<file path="src/design/abscb_pkg.sv">
// Shared types, codes, constants and CRC helpers of the A/B slot control block updater.
`default_nettype none

package abscb_pkg;

  localparam int BLOCK_BYTES = 32;
  localparam int ADDR_W = $clog2(BLOCK_BYTES);
  localparam int CRC_LEN = 28;
  localparam logic [ADDR_W-1:0] OFF_A = ADDR_W'(12);
  localparam logic [ADDR_W-1:0] OFF_B = ADDR_W'(14);
  localparam logic [ADDR_W-1:0] OFF_CRC = ADDR_W'(28);

  localparam logic [31:0] CRC_POLY = 32'hedb88320;
  localparam logic [31:0] CRC_INIT = 32'hffffffff;

  localparam logic [7:0] MAGIC_0 = 8'h42;
  localparam logic [7:0] MAGIC_1 = 8'h43;
  localparam logic [7:0] MAGIC_2 = 8'h41;
  localparam logic [7:0] MAGIC_3 = 8'h42;
  localparam logic [7:0] CHAR_UNDERSCORE = 8'h5f;
  localparam logic [7:0] CHAR_A = 8'h61;
  localparam logic [7:0] CHAR_B = 8'h62;
  localparam logic [7:0] BLOCK_VERSION = 8'h01;
  localparam logic [2:0] SLOT_COUNT = 3'd2;
  localparam logic [3:0] PRIO_TOP = 4'hf;
  localparam logic [3:0] PRIO_NEXT = 4'he;

  localparam logic [2:0] ACT_LOAD = 3'd0;
  localparam logic [2:0] ACT_STATUS = 3'd1;
  localparam logic [2:0] ACT_PREFER = 3'd2;
  localparam logic [2:0] ACT_ARM = 3'd3;
  localparam logic [2:0] ACT_MARK = 3'd4;

  localparam logic [3:0] ST_OK = 4'd0;
  localparam logic [3:0] ST_MAGIC = 4'd1;
  localparam logic [3:0] ST_SUFFIX = 4'd2;
  localparam logic [3:0] ST_VERSION = 4'd3;
  localparam logic [3:0] ST_COUNT = 4'd4;
  localparam logic [3:0] ST_CRC = 4'd5;
  localparam logic [3:0] ST_NOT_BOOTABLE = 4'd6;
  localparam logic [3:0] ST_ARM_ACTIVE = 4'd7;
  localparam logic [3:0] ST_OTHER_UNPROVEN = 4'd8;
  localparam logic [3:0] ST_MARK_INACTIVE = 4'd9;
  localparam logic [3:0] ST_NO_BOOTABLE = 4'd10;
  localparam logic [3:0] ST_INCOMPLETE = 4'd11;

  typedef struct packed {
    logic [2:0] action;
    logic [4:0] byte_index;
    logic [7:0] data_byte;
    logic       slot_select;
    logic [2:0] arm_tries;
  } req_t;

  typedef struct packed {
    logic [3:0]  status;
    logic [7:0]  slot_a_meta;
    logic [7:0]  slot_b_meta;
    logic [31:0] block_crc;
    logic        selected_slot;
    logic        intent_slot;
    logic        committed;
  } resp_t;

  typedef struct packed {
    logic [3:0] status;
    logic [7:0] new_a;
    logic [7:0] new_b;
  } guard_res_t;

  typedef enum logic [1:0] {
    S_IDLE,
    S_SCAN,
    S_FINAL,
    S_COMMIT
  } state_t;

  // Folds one byte into a reflected CRC-32, one bit per step.
  function automatic logic [31:0] crc_byte(input logic [31:0] crc_in, input logic [7:0] d);
    logic [31:0] c;
    c = crc_in ^ {24'd0, d};
    for (int k = 0; k < 8; k++) begin
      c = (c >> 1) ^ (c[0] ? CRC_POLY : 32'd0);
    end
    return c;
  endfunction

  function automatic logic can_boot(input logic [7:0] m);
    return (m[3:0] != 4'd0) && (m[7] || (m[6:4] != 3'd0));
  endfunction

  function automatic logic is_proven(input logic [7:0] m);
    return (m[3:0] != 4'd0) && m[7];
  endfunction

  function automatic logic active_of(input logic [7:0] ma, input logic [7:0] mb);
    return ma[3:0] < mb[3:0];
  endfunction

endpackage

`default_nettype wire

</file>
<file path="src/design/abscb_store.sv">
// Block byte store: 32 x 8 synchronous memory, one write and one registered read port.
`default_nettype none

module abscb_store
  import abscb_pkg::*;
(
  input  wire logic              clk,
  input  wire logic              we,
  input  wire logic [ADDR_W-1:0] waddr,
  input  wire logic [7:0]        wdata,
  input  wire logic [ADDR_W-1:0] raddr,
  output logic      [7:0]        rdata
);

  logic [7:0] mem [BLOCK_BYTES];

  always_ff @(posedge clk) begin
    if (we) begin
      mem[waddr] <= wdata;
    end
  end

  always_ff @(posedge clk) begin
    rdata <= mem[raddr];
  end

endmodule

`default_nettype wire

</file>
<file path="src/design/abscb_guard.sv">
// Guard rules of prefer, arm and mark successful, and the new slot bytes they give.
`default_nettype none

module abscb_guard
  import abscb_pkg::*;
(
  input  wire logic [2:0] action,
  input  wire logic       slot_select,
  input  wire logic [2:0] arm_tries,
  input  wire logic [7:0] meta_a,
  input  wire logic [7:0] meta_b,
  output guard_res_t      res
);

  logic [7:0] tgt;
  logic [7:0] oth;
  logic [7:0] new_t;
  logic [7:0] new_o;
  logic [3:0] st;
  logic       act;

  always_comb begin
    tgt = slot_select ? meta_b : meta_a;
    oth = slot_select ? meta_a : meta_b;
    act = active_of(meta_a, meta_b);
    new_t = tgt;
    new_o = oth;
    st = ST_OK;
    case (action)
      ACT_PREFER: begin
        if (!can_boot(tgt)) begin
          st = ST_NOT_BOOTABLE;
        end else begin
          new_t = {tgt[7:4], PRIO_TOP};
          new_o = {oth[7:4], PRIO_NEXT};
        end
      end
      ACT_ARM: begin
        if (slot_select == act) begin
          st = ST_ARM_ACTIVE;
        end else if (!is_proven(oth)) begin
          st = ST_OTHER_UNPROVEN;
        end else begin
          new_t = {1'b0, arm_tries, PRIO_TOP};
          new_o = {oth[7:4], PRIO_NEXT};
        end
      end
      ACT_MARK: begin
        // Marking successful clears the tries count.
        if (slot_select != act) begin
          st = ST_MARK_INACTIVE;
        end else begin
          new_t = {1'b1, 3'd0, tgt[3:0]};
        end
      end
      default: begin
        st = ST_OK;
      end
    endcase
    res.new_a = slot_select ? new_o : new_t;
    res.new_b = slot_select ? new_t : new_o;
    if (st == ST_OK && !can_boot(res.new_a) && !can_boot(res.new_b)) begin
      st = ST_NO_BOOTABLE;
    end
    res.status = st;
  end

endmodule

`default_nettype wire

</file>
<file path="src/design/ab_slot_control_block_updater_core.sv">
// Top level of the A/B slot control block updater: sequencer, checks, CRC and result register.
//
//  channel  direction  handshake            payload
//  in       input      in_valid / in_ready  req_t
//  out      output     out_valid/out_ready  resp_t
//  cfg      input      cfg_valid/cfg_ready  dry_run bit
//
// A load request writes the store directly when it is accepted.
// A command scans the store through its single read port: 34 reads (slot bytes
// first, then bytes 0 to 31), after which the final state forms the result; a
// committing command then holds in_ready low while it writes six bytes (both slot
// bytes and the four CRC bytes). An incomplete block skips the scan and answers
// from the final state.
// Reset clears the loaded-byte mask and dry_run; store contents stay unknown.
// The result register holds while out_ready is low; a finished command waits there for it.
`default_nettype none

module ab_slot_control_block_updater_core
  import abscb_pkg::*;
(
  input  wire logic clk,
  input  wire logic rst,
  input  wire logic in_valid,
  output logic      in_ready,
  input  wire req_t in_data,
  output logic      out_valid,
  input  wire logic out_ready,
  output resp_t     out_data,
  input  wire logic cfg_valid,
  output logic      cfg_ready,
  input  wire logic cfg_data
);

  localparam int STEP_W = $clog2(BLOCK_BYTES + 3);
  localparam logic [STEP_W-1:0] STEP_LAST = STEP_W'(BLOCK_BYTES + 2);

  state_t state, state_next;

  logic                 dry_run;
  logic [BLOCK_BYTES-1:0] written_mask;
  logic [STEP_W-1:0]    step;
  logic [2:0]           wcnt;
  logic                 incomplete;

  logic [2:0]  cmd_action;
  logic        cmd_slot;
  logic [2:0]  cmd_tries;

  logic [7:0]  meta_a;
  logic [7:0]  meta_b;
  guard_res_t  guard_q;
  guard_res_t  guard_d;
  logic        bad_magic;
  logic        bad_suffix;
  logic        bad_version;
  logic        bad_count;
  logic        intent;
  logic [31:0] crc_old;
  logic [31:0] crc_new;
  logic [31:0] crc_stored;

  logic                 mem_we;
  logic [ADDR_W-1:0]    mem_waddr;
  logic [7:0]           mem_wdata;
  logic [ADDR_W-1:0]    mem_raddr;
  logic [7:0]           mem_rdata;

  logic              in_fire;
  logic              out_free;
  logic [STEP_W-1:0] pstep;
  logic [ADDR_W-1:0] pidx;
  logic [3:0]        fin_status;
  logic              fin_success;
  logic [7:0]        fin_a;
  logic [7:0]        fin_b;
  logic [31:0]       crc_seal;

  assign in_fire = in_valid && in_ready;
  assign out_free = !out_valid || out_ready;
  assign cfg_ready = 1'b1;
  assign crc_seal = ~crc_new;

  abscb_store u_store (
    .clk   (clk),
    .we    (mem_we),
    .waddr (mem_waddr),
    .wdata (mem_wdata),
    .raddr (mem_raddr),
    .rdata (mem_rdata)
  );

  abscb_guard u_guard (
    .action      (cmd_action),
    .slot_select (cmd_slot),
    .arm_tries   (cmd_tries),
    .meta_a      (meta_a),
    .meta_b      (mem_rdata),
    .res         (guard_d)
  );

  // Read order: slot a byte, slot b byte, then the whole block in order.
  always_comb begin
    if (step == STEP_W'(0)) begin
      mem_raddr = OFF_A;
    end else if (step == STEP_W'(1)) begin
      mem_raddr = OFF_B;
    end else begin
      mem_raddr = ADDR_W'(step - STEP_W'(2));
    end
    pstep = step - STEP_W'(1);
    pidx = ADDR_W'(step - STEP_W'(3));
  end

  always_comb begin
    mem_we = 1'b0;
    mem_waddr = in_data.byte_index;
    mem_wdata = in_data.data_byte;
    if (state == S_COMMIT) begin
      mem_we = 1'b1;
      case (wcnt)
        3'd0: begin
          mem_waddr = OFF_A;
          mem_wdata = guard_q.new_a;
        end
        3'd1: begin
          mem_waddr = OFF_B;
          mem_wdata = guard_q.new_b;
        end
        3'd2: begin
          mem_waddr = OFF_CRC;
          mem_wdata = crc_seal[7:0];
        end
        3'd3: begin
          mem_waddr = OFF_CRC + ADDR_W'(1);
          mem_wdata = crc_seal[15:8];
        end
        3'd4: begin
          mem_waddr = OFF_CRC + ADDR_W'(2);
          mem_wdata = crc_seal[23:16];
        end
        default: begin
          mem_waddr = OFF_CRC + ADDR_W'(3);
          mem_wdata = crc_seal[31:24];
        end
      endcase
    end else if (in_fire && in_data.action == ACT_LOAD) begin
      mem_we = 1'b1;
    end
  end

  // Result of a finished scan, in the order the checks take precedence.
  always_comb begin
    if (bad_magic) begin
      fin_status = ST_MAGIC;
    end else if (bad_suffix) begin
      fin_status = ST_SUFFIX;
    end else if (bad_version) begin
      fin_status = ST_VERSION;
    end else if (bad_count) begin
      fin_status = ST_COUNT;
    end else if (~crc_old != crc_stored) begin
      fin_status = ST_CRC;
    end else if (cmd_action == ACT_STATUS) begin
      fin_status = ST_OK;
    end else begin
      fin_status = guard_q.status;
    end
    fin_success = (fin_status == ST_OK) && (cmd_action != ACT_STATUS);
    fin_a = fin_success ? guard_q.new_a : meta_a;
    fin_b = fin_success ? guard_q.new_b : meta_b;
  end

  always_comb begin
    state_next = state;
    in_ready = 1'b0;
    unique case (state)
      S_IDLE: begin
        in_ready = 1'b1;
        if (in_fire && in_data.action != ACT_LOAD && in_data.action <= ACT_MARK) begin
          state_next = (&written_mask) ? S_SCAN : S_FINAL;
        end
      end
      S_SCAN: begin
        if (step == STEP_LAST) begin
          state_next = S_FINAL;
        end
      end
      S_FINAL: begin
        if (out_free) begin
          state_next = (!incomplete && fin_success && !dry_run) ? S_COMMIT : S_IDLE;
        end
      end
      S_COMMIT: begin
        if (wcnt == 3'd5) begin
          state_next = S_IDLE;
        end
      end
      default: begin
        state_next = S_IDLE;
      end
    endcase
  end

  always_ff @(posedge clk) begin
    if (rst) begin
      state <= S_IDLE;
    end else begin
      state <= state_next;
    end
  end

  always_ff @(posedge clk) begin
    if (rst) begin
      dry_run <= 1'b0;
      written_mask <= '0;
      out_valid <= 1'b0;
      step <= '0;
      wcnt <= '0;
      incomplete <= 1'b0;
    end else begin
      if (cfg_valid && cfg_ready) begin
        dry_run <= cfg_data;
      end
      if (in_fire && in_data.action == ACT_LOAD) begin
        written_mask[in_data.byte_index] <= 1'b1;
      end
      if (in_fire) begin
        step <= '0;
        incomplete <= !(&written_mask);
      end else if (state == S_SCAN) begin
        step <= step + STEP_W'(1);
      end
      if (state == S_COMMIT) begin
        wcnt <= wcnt + 3'd1;
      end else begin
        wcnt <= '0;
      end
      if (state == S_FINAL && out_free) begin
        out_valid <= 1'b1;
      end else if (out_ready) begin
        out_valid <= 1'b0;
      end
    end
  end

  // Scan datapath: checks and both CRCs advance one byte per cycle.
  always_ff @(posedge clk) begin
    if (in_fire) begin
      cmd_action <= in_data.action;
      cmd_slot <= in_data.slot_select;
      cmd_tries <= in_data.arm_tries;
      bad_magic <= 1'b0;
      bad_suffix <= 1'b0;
      bad_version <= 1'b0;
      bad_count <= 1'b0;
      crc_old <= CRC_INIT;
      crc_new <= CRC_INIT;
    end else if (state == S_SCAN && step != STEP_W'(0)) begin
      if (pstep == STEP_W'(0)) begin
        meta_a <= mem_rdata;
      end else if (pstep == STEP_W'(1)) begin
        meta_b <= mem_rdata;
        guard_q <= guard_d;
      end else begin
        case (pidx)
          ADDR_W'(0): bad_suffix <= bad_suffix || (mem_rdata != CHAR_UNDERSCORE);
          ADDR_W'(1): begin
            bad_suffix <= bad_suffix || (mem_rdata != CHAR_A && mem_rdata != CHAR_B);
            intent <= (mem_rdata == CHAR_B);
          end
          ADDR_W'(2), ADDR_W'(3): bad_suffix <= bad_suffix || (mem_rdata != 8'd0);
          ADDR_W'(4): bad_magic <= bad_magic || (mem_rdata != MAGIC_0);
          ADDR_W'(5): bad_magic <= bad_magic || (mem_rdata != MAGIC_1);
          ADDR_W'(6): bad_magic <= bad_magic || (mem_rdata != MAGIC_2);
          ADDR_W'(7): bad_magic <= bad_magic || (mem_rdata != MAGIC_3);
          ADDR_W'(8): bad_version <= (mem_rdata != BLOCK_VERSION);
          ADDR_W'(9): bad_count <= (mem_rdata[2:0] != SLOT_COUNT);
          default: begin
          end
        endcase
        if (pidx < ADDR_W'(CRC_LEN)) begin
          crc_old <= crc_byte(crc_old, mem_rdata);
          if (pidx == OFF_A) begin
            crc_new <= crc_byte(crc_new, guard_q.new_a);
          end else if (pidx == OFF_B) begin
            crc_new <= crc_byte(crc_new, guard_q.new_b);
          end else begin
            crc_new <= crc_byte(crc_new, mem_rdata);
          end
        end else begin
          crc_stored <= {mem_rdata, crc_stored[31:8]};
        end
      end
    end
  end

  always_ff @(posedge clk) begin
    if (state == S_FINAL && out_free) begin
      if (incomplete) begin
        out_data <= {ST_INCOMPLETE, 51'd0};
      end else begin
        out_data.status <= fin_status;
        out_data.slot_a_meta <= fin_a;
        out_data.slot_b_meta <= fin_b;
        out_data.block_crc <= fin_success ? crc_seal : crc_stored;
        out_data.selected_slot <= active_of(fin_a, fin_b);
        out_data.intent_slot <= intent;
        out_data.committed <= fin_success && !dry_run;
      end
    end
  end

endmodule

`default_nettype wire
</file>
<file path="config.mk">
export PLATFORM = sky130hd
export DESIGN_NAME = ab_slot_control_block_updater_core
export DESIGN_NICKNAME = d
export VERILOG_FILES = /design/src/design/abscb_pkg.sv /design/src/design/abscb_store.sv /design/src/design/abscb_guard.sv /design/src/design/ab_slot_control_block_updater_core.sv
export SDC_FILE = /design/constraint.sdc
export NUM_CORES = 1
export LEC_CHECK = 0
export BUFFER_PORTS_ARGS = -buffer_cell sky130_fd_sc_hd__buf_2
export CAP_MARGIN = 20
export CORE_MARGIN = 10
export CORE_UTILIZATION = 65
export CTS_BUF_LIST = sky130_fd_sc_hd__clkbuf_2
export DETAILED_ROUTE_END_ITERATION = 10
export GPL_TIMING_DRIVEN = 0
export PLACE_DENSITY = 0.83
export SLEW_MARGIN = 20
export SYNTH_ARGS = -nofsm -noshare
export SYNTH_HDL_FRONTEND = slang
export SYNTH_HIERARCHICAL = 1
export SYNTH_SLANG_ARGS = --single-unit
export TNS_END_PERCENT = 1
</file>
<file path="constraint.sdc">
create_clock -name clk -period 14.89 [get_ports clk]
set_input_delay 2.978 -clock clk [delete_from_list [all_inputs] [get_ports clk]]
set_output_delay 2.978 -clock clk [all_outputs]
set_load 0.005 [all_outputs]
</file>
==> results of run 1 <==
## final timing paths
kind	startpoint	end	slack, ps
max	in_valid	u_store/mem[12][7]$_DFFE_PP_	9700
min	crc_stored[10]$_DFFE_PP_	crc_stored[2]$_DFFE_PP_	470
min reg2reg	crc_stored[10]$_DFFE_PP_	crc_stored[2]$_DFFE_PP_	470
max reg2reg	cmd_action[1]$_DFFE_PP_	out_data[34]$_SDFFCE_PP0P_	10660
## through the flow
stage,utilization,hold slack (ps),cell area [um^2]
final,0.720,472,27100
after global routing,0.720,501,27100
after global placement,0.685,449,25800
after CTS,0.720,482,27100
after floorplan,-,436,24800
after detailed placement,0.692,459,26100
## sequential cells by signal, summed over array words and instances (netlist names), 6 cells and up
register,cells
meta_a,8
u_store/mem,256
meta_b,8
crc_stored,32
step,6
crc_new,32
out_data,55
written_mask,32
crc_old,32
u_store/rdata,8
guard_q,20
## power breakdown
group	internal, W	switching, W	leakage (nW)
clock	0.000316	0.000571	0.795
combinational	0.0000244	0.0000595	4.41
sequential	0.00153	0.00000414	4.48
## area by class of cell
class,count,share of cell area
buffer,122,0.0218
inverter,31,0.00429
multi-input combinational,1250,0.372
tap,511,0.0236
clock inverter,46,0.00788
timing repair buffer,95,0.0211
antenna,1,0.0000922
clock buffer,170,0.0314
sequential,509,0.518
## Yosys cell counts (all sizes together) (29+ instances only)
cell type | n | share of area
nor3 | 30 | 0.0063
clkbuf | 59 | 0.0090
xor2 | 91 | 0.035
xnor2 | 183 | 0.071
nor2 | 215 | 0.033
inv | 30 | 0.0045
mux4 | 80 | 0.073
o21ai | 61 | 0.012
nand2 | 104 | 0.016
edfxtp | 387 | 0.47
a21oi | 122 | 0.025
buf | 63 | 0.015
o211ai | 29 | 0.0088
dfxtp | 122 | 0.099
## per-layer routing
metal  up-vias  GRT usage  routed length [um]
met5         -          0                  12
met4         2      0.148                3450
met3       208     0.0653                7790
met2      1200      0.475               33400
met1      8470      0.404               27100
li1       7573          -                   -
## worst reg2reg max path: stages (launching register included)
cell and delay, ps:
edfxtp_1 470, or3b_1 480, a211o_1 330, a21oi_1 650
nand3_1 590, buf_2 380, buf_2 300, clkbuf_1 290
a21oi_1 450, nor2_1 90
## logic make-up after synthesis
kind of cell | synth area share
AOI/OAI and AO/OA | 0.0842
other | 0.000151
buffers and inverters | 0.0286
and+or+nand+nor | 0.0954
muxes | 0.0887
DFF | 0.568
adders and majority gates | 0.0111
xor gates and xnor gates | 0.124
==> impl_metrics.csv, run 1 <==
group,metric,value,unit
outcome,status,"finished clean",
layout,nFillCells,2625,
grt,grt_overflow,0,
critical_path,worstSetupPathType,"in -> reg",
grt,grt_pass1_vias,17016,
logic_synthesis,synthFlopType,"edfxtp_1",
power,power.density,92.5,nW/um^2
logic_synthesis,synth_area,24800,um^2
cts,hold_buffers,0,
cts,cts_tree,"done",
critical_path,startpoint_type,"input port",
layout,syn_to_final_growth,9.55,%
routing,drc,0,
logic_synthesis,synth-seq-area-share,0.568,
sta,timing.final.ws_setup,9700,ps
die,num_rows,71,
critical_path,cp.depth,8,
grt,grt_pass1_wl,107,mm
sta,fmax,0.193,GHz
critical_path,critPathTopFamily,"simple AND/OR/NAND/NOR gates",
layout,multiInputGateArea,10100,um^2
worst_hold_path,hold_depth,0,
grt,antenna_found_initial,3,
layout,drive_above_1_share,0.218,
grt,grt_usage,0.306,
cts,clkTransAtPathRegs,110,ps
sta,period_share,0.349,
place,gp_congestion,1.01,
worst_hold_path,hold_path.class,"reg -> reg",
cts,clock_path_buffers,3,
critical_path,setup.worst_path.end_class,"flip-flop",
die,start_util,0.658,
sta,finalClockSkew,132,ps
place,pre_cts_ws,8670,ps
logic_synthesis,yosys.cell_types.count,92,
cts,cts_setup_buffers,0,
logic_synthesis,async_reset_ff_frac,0,
layout,register_area,14100,um^2
layout,final_common_cell,"edfxtp_1",
sta,slew_headroom,0.271,
critical_path,reg2reg_depth,9,
place,dp.cells,2517,
critical_path,cp_data_required_time,15670,ps
logic_synthesis,synth_cells,1912,
critical_path,critPathArrivalTime,5970,ps
routing,num_vias,17453,
critical_path,critical_path_buf_inv_count,3,
layout,layout.nets,2174,
critical_path,path_max_fanout,8,
sta,hold_viol,0,
routing,wire_per_inst,26.2,um
cts,cts_resized,0,
routing,drt_iter0_markers,2215,
routing,drt-vias-per-instance,6.38,
die,pin_count,84,
cts,clock_latency,1190,ps
routing,drt-total-wl,71.7,mm
die,die_w,215,um
flow_run,timing.max_cap.violations,0,
sta,drv_slew,0,
critical_path,path_cells,"buf_2 > nand3b_1 > clkinv_1 > nand3b_1 > nand2_1 > or3b_2 > clkbuf_1 > nor2_1",
cts,cts_buffers,117,
place,io_buffers,81,
sta,period_minus_slack,5190,ps
logic_synthesis,synth_nets,1960,
layout,layout_common_cells,"edfxtp_1, nor2_1, clkbuf_2",
routing,dr.pass1.iters,6,
logic_synthesis,synth_edf_count,387,
die,core_area,37700,um^2
place,hpwl,51.0,mm
cts,clock_sinks,509,
power,vdd_drop_max,0.0823,mV
die,die_area,46300,um^2
logic_synthesis,ys_ff_latch,509,
logic_synthesis,syn_area_per_cell,13.0,um^2
routing,ant_nets,0,
sta,tns,0,ps
critical_path,slowest_stage,"nor2_1",
sta,tightest_slew,1080,ps
cts,htreeDepth,3,
grt,grt_max_degree,33,
layout,instances_no_fill,2735,
critical_path,slowest_delay,800,ps
power,p_leak,9.69,nW
die,die_h,215,um
critical_path,crit_top_cell,"nand3b_1",
sta,grt_setup_unrepaired,"no",
cts,ctsRootBufferMaster,"clkbuf_2",
sta,finalSetupViolations,0,
power,finalPower,0.00251,W
logic_synthesis,synth_warnings,6,
No activity file was read; power rests on OpenSTA's default activity.
==> inputs of run 2 (changes only) <==
ABC_AREA = 1   (was unset)
CORE_UTILIZATION = 59   (was 65)
PLACE_DENSITY = 0.79   (was 0.83)
clock period = 4.7 ns   (was 14.89 ns; I/O delays follow)
==> impl_metrics.csv, run 2 <==
group,metric,value,unit
outcome,status,"finished clean",
place,dp.cells,3510,
logic_synthesis,synth-seq-area-share,0.540,
cts,cts_buffers,130,
sta,period_share,0.873,
routing,num_vias,22040,
logic_synthesis,synth_warnings,6,
power,internal_power,0.00743,W
die,die_w,230,um
grt,antenna_found_initial,1,
layout,drive_above_1_share,0.136,
routing,drt_iter0_markers,2792,
routing,drc,0,
logic_synthesis,ys_ff_latch,509,
logic_synthesis,synth_nets,2878,
routing,drt-vias-per-instance,5.87,
logic_synthesis,yosys.cell_types.count,55,
grt,grt_usage,0.305,
sta,timing.final.ws_setup,595,ps
logic_synthesis,synth_cells,2830,
cts,clock_sinks,509,
critical_path,slowest_delay,500,ps
critical_path,setup.worst_path.end_class,"flip-flop",
sta,drv_slew,0,
logic_synthesis,async_reset_ff_frac,0,
sta,tightest_slew,1090,ps
power,pwr-share-comb,0.289,
routing,top_layer,"met4",
sta,finalSetupViolations,0,
layout,largest_reg_flops,256,
sta,grt_setup_unrepaired,"no",
logic_synthesis,synth_top_cell_area_share,0.446,
die,pin_count,84,
routing,m1WireLength,31.8,mm
cts,ctsRootBufferMaster,"clkbuf_2",
critical_path,r2r_slack,600,ps
power,vdd_drop_max,0.242,mV
layout,layout_common_cells,"nand2_1, edfxtp_1, nand3_1",
place,hpwl,59.8,mm
routing,wire_per_inst,22.0,um
sta,fmax,0.244,GHz
die,num_rows,76,
cts,clock_latency,1360,ps
layout,layout.nets,3120,
cts,cts_tree,"done",
grt,grt_overflow,0,
logic_synthesis,synth_most_common_cell,"nand2_1",
die,die_h,230,um
power,p_switching,0.00434,W
critical_path,startpoint_type,"flip-flop",
layout,regMostFlops,"u_store/mem",
routing,met2_length,37.8,mm
power,p_sw_frac,0.369,
layout,syn_to_final_growth,10.2,%
logic_synthesis,synth_edf_count,387,
logic_synthesis,synthFlopType,"edfxtp_1",
critical_path,reg2reg_depth,19,
layout,final_common_cell,"nand2_1",
routing,dr.pass1.iters,6,
critical_path,timing.rr.end,"out_data[2]$_SDFFCE_PP0P_",
sta,hold_viol,0,
logic_synthesis,syn_area_per_cell,9.21,um^2
place,io_buffers,81,
critical_path,crit_end,"out_data[2]$_SDFFCE_PP0P_",
critical_path,cp-startpoint,"crc_stored[14]$_DFFE_PP_",
die,start_util,0.601,
cts,clkTransAtPathRegs,120,ps
logic_synthesis,synth_commonest_cells,"nand2_1, edfxtp_1, nand3_1, inv_1, nor2_1",
power,p_leak,11.9,nW
routing,ant_nets,0,
die,core_area,43400,um^2
routing,drt-total-wl,82.6,mm
power,power.density,410,nW/um^2
logic_synthesis,synth_top_cell_by_area,"edfxtp_1",
layout,reg_top3,"u_store/mem (256), out_data (55)",
flow_run,timing.max_cap.violations,0,
critical_path,cp_data_required_time,5830,ps
sta,period_minus_slack,4100,ps
critical_path,critPathArrivalTime,5240,ps
die,die_area,53000,um^2
sta,finalClockSkew,108,ps
cts,htreeDepth,4,
cts,clock_path_buffers,3,
logic_synthesis,yosys-top-cells-area,"edfxtp_1, nand2_1, dfxtp_1, xor2_1, nand3_1",
power,seqPwrFrac,0.456,
critical_path,r2r_start,"crc_stored[14]$_DFFE_PP_",
place,pre_cts_ws,837,ps
critical_path,slowest_stage,"clkbuf_1",
critical_path,crit_top_cell,"nand2_1",
critical_path,worstSetupPathType,"reg -> reg",
layout,instances_no_fill,3755,
grt,grt_pass1_vias,20719,
logic_synthesis,synth_area,26100,um^2
layout,fin_util,0.662,
grt,grt_pass1_wl,123,mm
critical_path,path_max_fanout,10,
power,p_clk_frac,0.255,
worst_hold_path,hold_path.class,"in -> reg",
sta,slew_headroom,0.268,
place,gp_congestion,1.00,
routing,dr_wl_met3,9.34,mm
critical_path,path_cells,"nand2_1 > inv_1 > nor2_1 > nand2_1 > nor2_1 > nand2_1 > nor2_1 > nand2_1 > nand2_1 > nand2_1 > a21oi_1 > nand2_1 > clkinv_1 > clkbuf_1 > a21oi_1 > ha_1 > a21oi_1 > nand2_1 > a21oi_1",
grt,grt_max_degree,33,
run 2: per-stage QoR:
step	hold slack, ps	power (W)	TNS (ps)	cell area (um^2)
floorplan	430	0.00762	-10640	26100
global placement	442	0.00865	-91260	27200
detailed placement	454	0.00875	0	27400
CTS	38.3	0.0117	0	28700
global route	142	0.0123	0	28700
finish	135	0.0118	0	28700
run 2: worst min-delay path by stage:
stage,from,slack [ps],to,depth (start not counted)
2_1_floorplan,written_mask[29]$_SDFFE_PP0P_,430,written_mask[29]$_SDFFE_PP0P_,2
3_3_place_gp,written_mask[29]$_SDFFE_PP0P_,440,written_mask[29]$_SDFFE_PP0P_,2
3_5_place_dp,written_mask[29]$_SDFFE_PP0P_,450,written_mask[29]$_SDFFE_PP0P_,2
4_1_cts,in_data[13],40,written_mask[14]$_SDFFE_PP0P_,5
5_1_grt,in_data[13],140,written_mask[15]$_SDFFE_PP0P_,5
6_report,in_data[13],140,written_mask[14]$_SDFFE_PP0P_,5
run 2: cells by family after synthesis:
group,count (synthesis),synth area share
AO/OA/AOI/OAI,409,0.0866
XOR/XNOR,271,0.0973
adder cells (fa/ha/maj),22,0.0106
buffers and inverters,346,0.0608
flip-flops,509,0.540
multiplexers,1,0.000384
other,1,0.000144
AND/OR/NAND/NOR,1271,0.205
run 2: power groups by stage:
stage,logic [W],registers (W),clock network [W]
floorplan,0.00222,0.00540,0
global route,0.00367,0.00538,0.00329
CTS,0.00332,0.00536,0.00305
global placement,0.00318,0.00547,0
finish,0.00340,0.00537,0.00300
detailed placement,0.00329,0.00546,0
run 2: repair_timing:
| item | CTS | global route |
|---|---|---|
| setup endpoints to repair | 0 | 0 |
| gates resized for setup | 0 | 0 |
| endpoints found under the hold margin | 24 | 0 |
| hold buffers | 15 | 0 |
| buffers inserted | 0 | 0 |
run 2: final cells by class:
type	count	area [um^2]
timing repair buffer	110	681
tap	585	732
inverter	220	828
clock buffer	189	946
antenna	3	7.51
sequential	509	14100
multi-input combinational	1975	10500
buffer	126	758
clock inverter	38	205
fill	3647	14700
run 2: worst max-delay path, delay by kind of cell (launching register included):
kind                       cells  cell delay [ps]
adders and majority gates      1              320
buffers and inverters          3              790
and+or+nand+nor               11             1540
AOI/OAI and AO/OA              4              740
DFF                            1              480
run 2: metal layers:
metal / vias to the layer above / GRT usage
met5: - / 0
li1: 10066 / -
met2: 1430 / 0.477
met1: 10285 / 0.393
met4: 0 / 0.149
met3: 259 / 0.0718
